[src/hw/rtl/bai_pkg.sv]
package bai_pkg;

    // pool geometry
    localparam int MAX_IDS   = 1024;
    localparam int WORD_BITS = 64;
    localparam int NWORDS    = (MAX_IDS + WORD_BITS - 1) / WORD_BITS;
    localparam int WIDX_W    = $clog2(NWORDS);
    localparam int OFF_W     = $clog2(WORD_BITS);
    localparam int SCAN_W    = $clog2(NWORDS + 1);

    // field widths
    localparam int ID_W  = 10;
    localparam int CNT_W = 11;
    localparam int LIM_W = 11;

    localparam logic [LIM_W-1:0] LIM_RESET = LIM_W'(MAX_IDS);
    localparam logic [LIM_W-1:0] LIM_MAX   = LIM_W'(MAX_IDS);
    localparam logic [CNT_W-1:0] CNT_MAX   = '1;

    typedef enum logic [1:0] {
        MODE_ALLOC_LO = 2'd0,
        MODE_ALLOC_HI = 2'd1,
        MODE_FREE     = 2'd2,
        MODE_QUERY    = 2'd3
    } mode_t;

    typedef enum logic [1:0] {
        ST_OK           = 2'd0,
        ST_EXHAUSTED    = 2'd1,
        ST_OUT_OF_RANGE = 2'd2,
        ST_ALREADY_FREE = 2'd3
    } status_t;

    // controller -> datapath
    typedef struct packed {
        logic    load;
        logic    scan_rd;
        logic    req_rd;
        logic    commit_alloc;
        logic    commit_free;
        logic    report;
        status_t rpt_status;
        logic    rpt_qfree;
    } ctl_cmd_t;

    // datapath -> controller
    typedef struct packed {
        mode_t mode;
        logic  req_oor;
        logic  pend;
        logic  hit;
        logic  scan_done;
        logic  bit_free;
        logic  out_free;
    } ctl_stat_t;

    // offset (from msb) of the first set bit seen from the msb side
    function automatic logic [OFF_W-1:0] lead_offset(input logic [WORD_BITS-1:0] w);
        logic [OFF_W-1:0] off;
        off = '0;
        for (int b = 0; b < WORD_BITS; b++) begin
            if (w[b])
            begin
                off = OFF_W'(WORD_BITS - 1 - b);
            end
        end
        return off;
    endfunction

    // offset (from msb) of the first set bit seen from the lsb side
    function automatic logic [OFF_W-1:0] trail_offset(input logic [WORD_BITS-1:0] w);
        logic [OFF_W-1:0] off;
        off = '0;
        for (int b = WORD_BITS - 1; b >= 0; b--) begin
            if (w[b])
            begin
                off = OFF_W'(WORD_BITS - 1 - b);
            end
        end
        return off;
    endfunction

    // bits of word idx whose ids sit below lim
    function automatic logic [WORD_BITS-1:0] word_mask(input logic [LIM_W-1:0]  lim,
                                                       input logic [WIDX_W-1:0] idx);
        logic [LIM_W-OFF_W-1:0] full;
        logic [OFF_W-1:0]       part;
        logic [LIM_W-OFF_W-1:0] idx_x;
        logic [WORD_BITS-1:0]   m;
        full  = lim[LIM_W-1:OFF_W];
        part  = lim[OFF_W-1:0];
        idx_x = (LIM_W-OFF_W)'(idx);
        if (idx_x < full)
        begin
            m = '1;
        end
        else if (idx_x == full)
        begin
            m = ~({WORD_BITS{1'b1}} >> part);
        end
        else
        begin
            m = '0;
        end
        return m;
    endfunction

endpackage

[src/hw/rtl/bai_datapath.sv]
module bai_datapath (
    input  logic                          clk,
    input  logic                          rst_n,
    input  logic                          cfg_write,
    input  logic [bai_pkg::LIM_W-1:0]     cfg_data,
    input  logic [1:0]                    mode,
    input  logic [bai_pkg::ID_W-1:0]      request_id,
    input  bai_pkg::ctl_cmd_t             cmd,
    output bai_pkg::ctl_stat_t            st,
    output logic                          out_valid,
    input  logic                          out_stall,
    output logic [bai_pkg::ID_W-1:0]      result_id,
    output logic [1:0]                    status,
    output logic                          id_is_free,
    output logic [bai_pkg::CNT_W-1:0]     in_use_count
);

    localparam int WB = bai_pkg::WORD_BITS;
    localparam int WI = bai_pkg::WIDX_W;
    localparam int OW = bai_pkg::OFF_W;

    // bitmap storage, invalid entries read as all free
    logic [WB-1:0] mem [bai_pkg::NWORDS];
    logic [bai_pkg::NWORDS-1:0] vld_reg;
    logic [WB-1:0] mem_q_reg;
    logic          vld_q_reg;

    logic [bai_pkg::LIM_W-1:0]  id_limit_reg;
    bai_pkg::mode_t             mode_reg;
    logic [bai_pkg::ID_W-1:0]   req_reg;
    logic [bai_pkg::LIM_W-1:0]  lim_reg;
    logic [WI-1:0]              scan_idx_reg;
    logic [bai_pkg::SCAN_W-1:0] remain_reg;
    logic                       pend_reg;
    logic [WI-1:0]              rd_idx_reg;
    logic [bai_pkg::CNT_W-1:0]  used_count_reg;

    logic                       out_valid_reg;
    logic [bai_pkg::ID_W-1:0]   result_id_reg;
    bai_pkg::status_t           status_reg;
    logic                       id_is_free_reg;
    logic [bai_pkg::CNT_W-1:0]  in_use_count_reg;

    logic [bai_pkg::LIM_W-1:0]  lim_in;
    logic [bai_pkg::LIM_W:0]    lim_round;
    logic [bai_pkg::SCAN_W-1:0] nwords_in;
    logic [WI-1:0]              last_word;
    logic                       rd_en;
    logic [WI-1:0]              rd_addr;
    logic [WB-1:0]              rd_word;
    logic [WB-1:0]              masked;
    logic [OW-1:0]              alloc_off;
    logic [OW-1:0]              req_off;
    logic [WB-1:0]              alloc_bit;
    logic [WB-1:0]              req_bit;
    logic                       wr_en;
    logic [WB-1:0]              wr_data;
    logic                       out_free;
    logic                       is_alloc;
    logic [bai_pkg::CNT_W-1:0]  cnt_inc;
    logic [bai_pkg::CNT_W-1:0]  cnt_dec;

    function automatic logic cfg_limit_gt();
        return id_limit_reg > bai_pkg::LIM_MAX;
    endfunction

    // limit saturated to pool size, and the number of words it covers
    assign lim_in    = (cfg_limit_gt()) ? bai_pkg::LIM_MAX : id_limit_reg;
    assign lim_round = {1'b0, lim_in} + (bai_pkg::LIM_W + 1)'(WB - 1);
    assign nwords_in = bai_pkg::SCAN_W'(lim_round >> OW);
    assign last_word = WI'(nwords_in - 1'b1);

    assign rd_en   = cmd.scan_rd | cmd.req_rd;
    assign rd_addr = cmd.req_rd ? req_reg[bai_pkg::ID_W-1:OW] : scan_idx_reg;
    assign rd_word = vld_q_reg ? mem_q_reg : '1;
    assign masked  = rd_word & bai_pkg::word_mask(lim_reg, rd_idx_reg);

    assign alloc_off = (mode_reg == bai_pkg::MODE_ALLOC_HI) ? bai_pkg::trail_offset(masked)
                                                            : bai_pkg::lead_offset(masked);
    assign req_off   = req_reg[OW-1:0];
    assign alloc_bit = {{(WB-1){1'b0}}, 1'b1} << (OW'(WB - 1) - alloc_off);
    assign req_bit   = {{(WB-1){1'b0}}, 1'b1} << (OW'(WB - 1) - req_off);

    assign wr_en   = cmd.commit_alloc | cmd.commit_free;
    assign wr_data = cmd.commit_alloc ? (rd_word & ~alloc_bit) : (rd_word | req_bit);

    assign out_free = !out_valid_reg || !out_stall;
    assign is_alloc = (mode_reg == bai_pkg::MODE_ALLOC_LO) || (mode_reg == bai_pkg::MODE_ALLOC_HI);
    assign cnt_inc  = (used_count_reg == bai_pkg::CNT_MAX) ? used_count_reg
                                                           : used_count_reg + 1'b1;
    assign cnt_dec  = (used_count_reg == '0) ? used_count_reg : used_count_reg - 1'b1;

    always_comb
    begin
        st.mode      = mode_reg;
        st.req_oor   = {1'b0, req_reg} >= lim_reg;
        st.pend      = pend_reg;
        st.hit       = |masked;
        st.scan_done = (remain_reg == '0);
        st.bit_free  = |(rd_word & req_bit);
        st.out_free  = out_free;
    end

    always_ff @(posedge clk)
    begin
        if (wr_en)
        begin
            mem[rd_idx_reg] <= wr_data;
        end
        if (rd_en)
        begin
            mem_q_reg <= mem[rd_addr];
        end
        if (cmd.load)
        begin
            req_reg <= request_id;
        end
        if (cmd.commit_alloc)
        begin
            result_id_reg <= {rd_idx_reg, alloc_off};
        end
        else if (cmd.report)
        begin
            result_id_reg <= is_alloc ? '0 : req_reg;
        end
        else if (cmd.commit_free)
        begin
            result_id_reg <= req_reg;
        end
    end

    always_ff @(posedge clk or negedge rst_n)
    begin
        if (!rst_n)
        begin
            vld_reg          <= '0;
            vld_q_reg        <= 1'b0;
            id_limit_reg     <= bai_pkg::LIM_RESET;
            mode_reg         <= bai_pkg::MODE_ALLOC_LO;
            lim_reg          <= '0;
            scan_idx_reg     <= '0;
            remain_reg       <= '0;
            pend_reg         <= 1'b0;
            rd_idx_reg       <= '0;
            used_count_reg   <= '0;
            out_valid_reg    <= 1'b0;
            status_reg       <= bai_pkg::ST_OK;
            id_is_free_reg   <= 1'b0;
            in_use_count_reg <= '0;
        end
        else
        begin
            if (cfg_write)
            begin
                id_limit_reg <= cfg_data;
            end
            if (cmd.load)
            begin
                mode_reg     <= bai_pkg::mode_t'(mode);
                lim_reg      <= lim_in;
                remain_reg   <= nwords_in;
                scan_idx_reg <= (bai_pkg::mode_t'(mode) == bai_pkg::MODE_ALLOC_HI) ? last_word
                                                                                   : '0;
                pend_reg     <= 1'b0;
            end
            else if (cmd.scan_rd)
            begin
                scan_idx_reg <= (mode_reg == bai_pkg::MODE_ALLOC_HI) ? scan_idx_reg - 1'b1
                                                                     : scan_idx_reg + 1'b1;
                remain_reg   <= remain_reg - 1'b1;
                pend_reg     <= 1'b1;
            end
            if (rd_en)
            begin
                vld_q_reg  <= vld_reg[rd_addr];
                rd_idx_reg <= rd_addr;
            end
            if (wr_en)
            begin
                vld_reg[rd_idx_reg] <= 1'b1;
            end
            if (cmd.commit_alloc)
            begin
                used_count_reg <= cnt_inc;
            end
            else if (cmd.commit_free)
            begin
                used_count_reg <= cnt_dec;
            end

            if (cmd.commit_alloc || cmd.commit_free || cmd.report)
            begin
                out_valid_reg    <= 1'b1;
                status_reg       <= cmd.report ? cmd.rpt_status : bai_pkg::ST_OK;
                id_is_free_reg   <= cmd.report & cmd.rpt_qfree;
                in_use_count_reg <= cmd.commit_alloc ? cnt_inc
                                  : cmd.commit_free  ? cnt_dec
                                  : used_count_reg;
            end
            else if (out_free)
            begin
                out_valid_reg <= 1'b0;
            end
        end
    end

    assign out_valid    = out_valid_reg;
    assign result_id    = result_id_reg;
    assign status       = status_reg;
    assign id_is_free   = id_is_free_reg;
    assign in_use_count = in_use_count_reg;

endmodule

[src/hw/rtl/bai_ctrl.sv]
module bai_ctrl (
    input  logic               clk,
    input  logic               rst_n,
    input  logic               in_valid,
    output logic               in_stall,
    input  bai_pkg::ctl_stat_t st,
    output bai_pkg::ctl_cmd_t  cmd
);

    typedef enum logic [2:0] {
        S_IDLE,
        S_START,
        S_SCAN,
        S_ALLOC,
        S_LOOK
    } state_t;

    state_t state_reg;
    state_t state_next;
    logic   busy_reg;

    always_comb
    begin
        cmd        = '0;
        state_next = state_reg;
        case (state_reg)
            S_IDLE:
            begin
                if (in_valid)
                begin
                    cmd.load   = 1'b1;
                    state_next = S_START;
                end
            end
            S_START:
            begin
                if (st.mode inside {bai_pkg::MODE_ALLOC_LO, bai_pkg::MODE_ALLOC_HI})
                begin
                    state_next = S_SCAN;
                end
                else if (st.req_oor)
                begin
                    if (st.out_free)
                    begin
                        cmd.report     = 1'b1;
                        cmd.rpt_status = bai_pkg::ST_OUT_OF_RANGE;
                        state_next     = S_IDLE;
                    end
                end
                else
                begin
                    cmd.req_rd = 1'b1;
                    state_next = S_LOOK;
                end
            end
            S_SCAN:
            begin
                if (st.pend && st.hit)
                begin
                    state_next = S_ALLOC;
                end
                else if (!st.scan_done)
                begin
                    cmd.scan_rd = 1'b1;
                end
                else if (st.out_free)
                begin
                    cmd.report     = 1'b1;
                    cmd.rpt_status = bai_pkg::ST_EXHAUSTED;
                    state_next     = S_IDLE;
                end
            end
            S_ALLOC:
            begin
                if (st.out_free)
                begin
                    cmd.commit_alloc = 1'b1;
                    state_next       = S_IDLE;
                end
            end
            S_LOOK:
            begin
                if (st.out_free)
                begin
                    state_next = S_IDLE;
                    if (st.mode == bai_pkg::MODE_QUERY)
                    begin
                        cmd.report     = 1'b1;
                        cmd.rpt_status = bai_pkg::ST_OK;
                        cmd.rpt_qfree  = st.bit_free;
                    end
                    else if (st.bit_free)
                    begin
                        cmd.report     = 1'b1;
                        cmd.rpt_status = bai_pkg::ST_ALREADY_FREE;
                    end
                    else
                    begin
                        cmd.commit_free = 1'b1;
                    end
                end
            end
            default:
            begin
                state_next = S_IDLE;
            end
        endcase
    end

    always_ff @(posedge clk or negedge rst_n)
    begin
        if (!rst_n)
        begin
            state_reg <= S_IDLE;
            busy_reg  <= 1'b0;
        end
        else
        begin
            state_reg <= state_next;
            busy_reg  <= (state_next != S_IDLE);
        end
    end

    assign in_stall = busy_reg;

endmodule

[src/hw/rtl/bitmap_id_allocator.sv]
// Identifier pool allocator over 1024 ids, kept as sixteen 64-bit bitmap words
// (set bit = free, lowest id of a word at its msb; the pool resets to all free
// and zero in use). Each input word carries a mode: allocate the lowest or
// highest free id below id_limit, free request_id, or query it. Each
// input word gives exactly one output word with result_id, status, the query
// answer and the in-use count after the step. One request is worked at a time.
// A free or query reads the bitmap word of request_id, then writes its output
// word; an id out of range is answered without the read. The next input word
// is taken once the output word is written. Allocation scans the bitmap words
// one per cycle through a single registered read port and stops at the first
// word that holds a free id, or reports exhausted once all words covered by the
// limit (up to 16) are read. A waiting output word does not hold off acceptance
// of the next input word; that word's result waits until the output register
// frees. id_limit is written through cfg_write / cfg_data and should only change
// while the block is idle.
module bitmap_id_allocator (
    input  logic                          clk,
    input  logic                          rst_n,

    // configuration: id_limit
    input  logic                          cfg_write,
    input  logic [bai_pkg::LIM_W-1:0]     cfg_data,

    // request channel
    input  logic                          in_valid,
    output logic                          in_stall,
    input  logic [1:0]                    mode,
    input  logic [bai_pkg::ID_W-1:0]      request_id,

    // result channel
    output logic                          out_valid,
    input  logic                          out_stall,
    output logic [bai_pkg::ID_W-1:0]      result_id,
    output logic [1:0]                    status,
    output logic                          id_is_free,
    output logic [bai_pkg::CNT_W-1:0]     in_use_count
);

    // command and status between sequencer and bitmap datapath
    bai_pkg::ctl_cmd_t  cmd;
    bai_pkg::ctl_stat_t st;

    // sequencer: request decode, word scan, write-back and result timing
    bai_ctrl u_ctrl (
        .clk      (clk),
        .rst_n    (rst_n),
        .in_valid (in_valid),
        .in_stall (in_stall),
        .st       (st),
        .cmd      (cmd)
    );

    // bitmap words, limit register, in-use counter and output word register
    bai_datapath u_dp (
        .clk          (clk),
        .rst_n        (rst_n),
        .cfg_write    (cfg_write),
        .cfg_data     (cfg_data),
        .mode         (mode),
        .request_id   (request_id),
        .cmd          (cmd),
        .st           (st),
        .out_valid    (out_valid),
        .out_stall    (out_stall),
        .result_id    (result_id),
        .status       (status),
        .id_is_free   (id_is_free),
        .in_use_count (in_use_count)
    );

endmodule

[config.mk]
export PLATFORM = sky130hd
export DESIGN_NAME = bitmap_id_allocator
export DESIGN_NICKNAME = d
export VERILOG_FILES = /design/src/hw/rtl/bai_pkg.sv /design/src/hw/rtl/bai_datapath.sv /design/src/hw/rtl/bai_ctrl.sv /design/src/hw/rtl/bitmap_id_allocator.sv
export SDC_FILE = /design/constraint.sdc
export NUM_CORES = 2
export LEC_CHECK = 0
export ABC_AREA = 1
export BUFFER_PORTS_ARGS = -buffer_cell sky130_fd_sc_hd__buf_2
export CAP_MARGIN = 20
export CELL_PAD_IN_SITES_DETAIL_PLACEMENT = 0
export CELL_PAD_IN_SITES_GLOBAL_PLACEMENT = 2
export CORE_ASPECT_RATIO = 0.7
export CORE_UTILIZATION = 44
export CTS_CLUSTER_DIAMETER = 80
export DETAILED_ROUTE_END_ITERATION = 10
export MAX_ROUTING_LAYER = met4
export PLACE_DENSITY = 0.9
export SYNTH_ARGS = -nofsm -noshare
export SYNTH_HDL_FRONTEND = slang
export SYNTH_SLANG_ARGS = --single-unit
[constraint.sdc]
create_clock -name clk -period 10.5 [get_ports clk]
set_clock_uncertainty 0.1 [all_clocks]
set_input_delay 2.1 -clock clk [delete_from_list [all_inputs] [get_ports clk]]
set_output_delay 2.1 -clock clk [all_outputs]
set_load 0.01 [all_outputs]
==> metrics <==
CP Data Arrival Time=7.99 ns; final standard cell utilization of the core=49.3%; EDFF count, synth=1108; remaining max-slew budget at the tightest pin=27.5%; CTS hold repair buffers=0; critical path's largest stage delay=0.86 ns; die outline area=118000 µm²; number of warnings reported in the yosys synthesis log=0; sequential element share of the synthesized area=69.1%; maximum vdd drop=0.000339 V; cell area after synthesis=51300 µm²; setup repair after global routing missed its margin=false; most frequent cell on the critical path=nand2_1; syn avg cell area=11.6 µm²; global routing usage summed across all routing layers=28.1%; CTS tree=yes; final routed DRC violation total=3; met1 wire length=73300 µm; async set-or-reset flop fraction in the synthesized netlist=7.12%; length of routed met2 wiring=68500 µm; share of total power in the clock network=21.1%; clk root buf=clkbuf_16; starting utilization of the core area=44.5%; via count of the first global-routing pass=33396; number of setup violations in the final report=0; count of input and output buffers=53; data required time at the worst endpoint=10.76 ns; clock latency on the worst-skew pair=0.75 ns; violated checks=DRC; pin slew with the least headroom to its limit=1.09 ns; number of H-tree levels=3; clock-pin slew reported for the worst setup and hold paths after clock tree synthesis=0.06 ns; maximum number of buffers from clock root to sink=3; Final Hold Fails=0; type of element capturing the critical path=flop; average vias per placed instance=6.04; area of the core=115000 µm²; total chip power=18.9 mW; Slowest-stage cell, CP=a21oi_1; Psw=8.31 mW; Yosys top cell by area=edfxtp_1; launching element type of the critical path=flop; largest fanout on the critical path=38; area growth from synthesis to final layout=11.0%; flip-flop cell with the highest count after synthesis=edfxtp_1; Synth top area share=64.9%; starting DRC count in detailed routing=5544; Detail Route met3 WL=17500 µm; instance count of the mapped netlist=4425; Core Rows=104; Combinational Power Share=43.7%; Nets=4450; multi-input combinational cell area=14200 µm²; Highest Signal Layer=met4; combined flip-flop and latch cell area=35400 µm²; power per standard cell area=332 nW/µm²; filler cell count=10203; Vias=36431; boundary pin count=54; design internal power=10.6 mW; Resized cells post-CTS=0; fmax=129 MHz; synthesized net count=4474; final RePlAce weighted congestion=1.02; sequential share of power=35.2%; number of nets with antenna violations after detailed routing=0; max-slew violation count=0; outcome=finished with violations; Die Y=288 µm; total global routing overflow=0; Worst Path Class, Setup=flop to flop; most area-consuming cells after synthesis=edfxtp_1, o21ai_0, nor2_1; largest net degree at the start of global routing=223; total detailed-routing wirelength=162000 µm; number of flip-flops in the largest register=1024; total CTS buffers=107; initial antenna violation count=6; 1st-pass router iterations=9; Worst Hold Class=flop to flop; switching power share of the total=43.9%; Sinks on Clock Net=1193; average wire per cell in the routed design=26.9 µm; synthesis-stage register bit count=1193; TNS Setup=0 ns; post-CTS setup buffer count=0; global-route wire length before repair=235000 µm; leak pwr=19.1 nW; Post-DP HPWL=93900 µm; fraction of the cycle the final worst path needs=73.7%; floorplan die width=410 µm; share of final-layout standard cells stronger than drive strength 1=9.88%; minimum period implied by the final worst setup slack=7.73 ns; MaxCap Viol Count=0; count of unique library cells instantiated by Yosys=58
-- synthesized netlist by cell type, types with 2 or more instances --
cell type and n:
nor2_2 12, ha_1 20, a211oi_1 3, or2_2 33
inv_1 184, nand4_2 8, nand2_1 515, a32oi_1 2
a221oi_1 6, o21ai_0 650, clkbuf_1 240, o31ai_1 3
o221ai_1 192, nand2_2 8, nand3b_1 2, inv_2 15
nand2_8 2, o211ai_1 77, o311ai_0 3, a31o_2 2
o21ai_2 10, dfrtp_1 84, nand2_4 3, o22ai_1 89
nand3_2 8, o2111ai_1 6, a21oi_1 104, nor2_1 745
nor4_1 6, nand4_1 20, xor2_1 12, clkinv_1 6
buf_1 10, nand4_4 4, nand3_1 145, a31oi_1 6
o21ai_1 17, o21bai_1 2, edfxtp_1 1108, buf_4 3
buf_2 15, nor3_1 19, nor2_4 11
-- stage by stage --
| stage | worst slack (ns) | area [µm²] | hold WS (ns) | std cells |
|---|---|---|---|---|
| 2_1_floorplan | 2.72 | 51300 | 0.328 | 4425 |
| 3_3_place_gp | 2.89 | 53200 | 0.346 | 5815 |
| 3_5_place_dp | 3.00 | 53200 | 0.349 | 5816 |
| 4_1_cts | 2.99 | 56700 | 0.367 | 6017 |
| 5_1_grt | 2.04 | 56900 | 0.381 | 6031 |
| 6_report | 2.77 | 56900 | 0.362 | 6031 |
-- path summary, 6_finish.rpt --
kind / from / endpoint / slack (ns) / cells after the start
max: u_dp.rd_idx_reg[2] / u_dp.mem[9][33] / 2.77 / 72
min: u_dp.vld_reg[14] / u_dp.vld_reg[14] / 0.36 / 1
min reg2reg: u_dp.vld_reg[14] / u_dp.vld_reg[14] / 0.36 / 1
min in group asynchronous: rst_n / u_dp.vld_reg[14] / 1.08 / 1
max reg2reg: u_dp.rd_idx_reg[2] / u_dp.mem[9][33] / 2.77 / 72
max in group asynchronous: rst_n / u_dp.id_limit_reg[10] / 8.37 / 3
-- cell families (layout without fill, tap and decap cells) --
family,after synthesis,count (layout),share of synthesized area (%)
and+or+nand+nor,1545,1545,12.8
DFF,1193,1193,69.1
AOI/OAI and AO/OA,1178,1178,13.8
buffers and inverters,475,543,3.57
adders and majority gates,21,21,0.527
xor gates and xnor gates,13,13,0.222
other,0,1,0
-- routing by layer --
| layer | GRT usage (%) | vias up |
|---|---|---|
| met2 | 38.7 | 2020 |
| li1 | - | 16106 |
| met5 | - | - |
| met3 | 4.93 | 233 |
| met4 | 6.25 | 0 |
| met1 | 43.0 | 18072 |
-- power by group through the flow --
| stage | sequential, mW | combinational (mW) | clock [mW] |
|---|---|---|---|
| 4_1_cts | 6.65 | 8.05 | 4.02 |
| 3_3_place_gp | 6.74 | 7.99 | 0 |
| 6_report | 6.66 | 8.26 | 3.98 |
| 2_1_floorplan | 6.62 | 5.26 | 0 |
| 5_1_grt | 6.67 | 8.97 | 4.20 |
| 3_5_place_dp | 6.74 | 8.03 | 0 |
-- critical path, delay by kind of cell (launching register included) --
family | cells | cell delay, ns
buffers and inverters | 1 | 0.06
flip-flops | 1 | 0.42
AO/OA/AOI/OAI | 3 | 1.11
AND/OR/NAND/NOR | 67 | 5.30
adder cells (fa/ha/maj) | 1 | 0.32
-- placed cells by master, fill, tap and decap left out, drive strengths merged, types with 3 or more instances in the layout --
master	n
a211oi	3
a21oi	104
a221oi	6
a31oi	6
buf	137
bufinv	11
clkbuf	140
clkinv	46
clkinvlp	5
dfrtp	84
edfxtp	1108
ha	20
inv	204
nand2	528
nand3	153
nand4	32
nor2	769
nor3	19
nor4	6
o2111ai	6
o211ai	77
o21ai	678
o21bai	3
o221ai	192
o22ai	89
o311ai	3
o31ai	3
or2	33
xor2	12
-- cell type report --
cell class / instances / share of cell area, %
Clock buffer: 140 / 5.02
Inverter: 205 / 1.39
Multi-Input combinational cell: 2757 / 25.0
Sequential cell: 1193 / 62.2
Timing Repair Buffer: 137 / 1.76
Clock inverter: 61 / 1.20
Antenna cell: 1 / 0.00440
Tap cell: 1537 / 3.38
No activity file was read; power rests on OpenSTA's default activity.
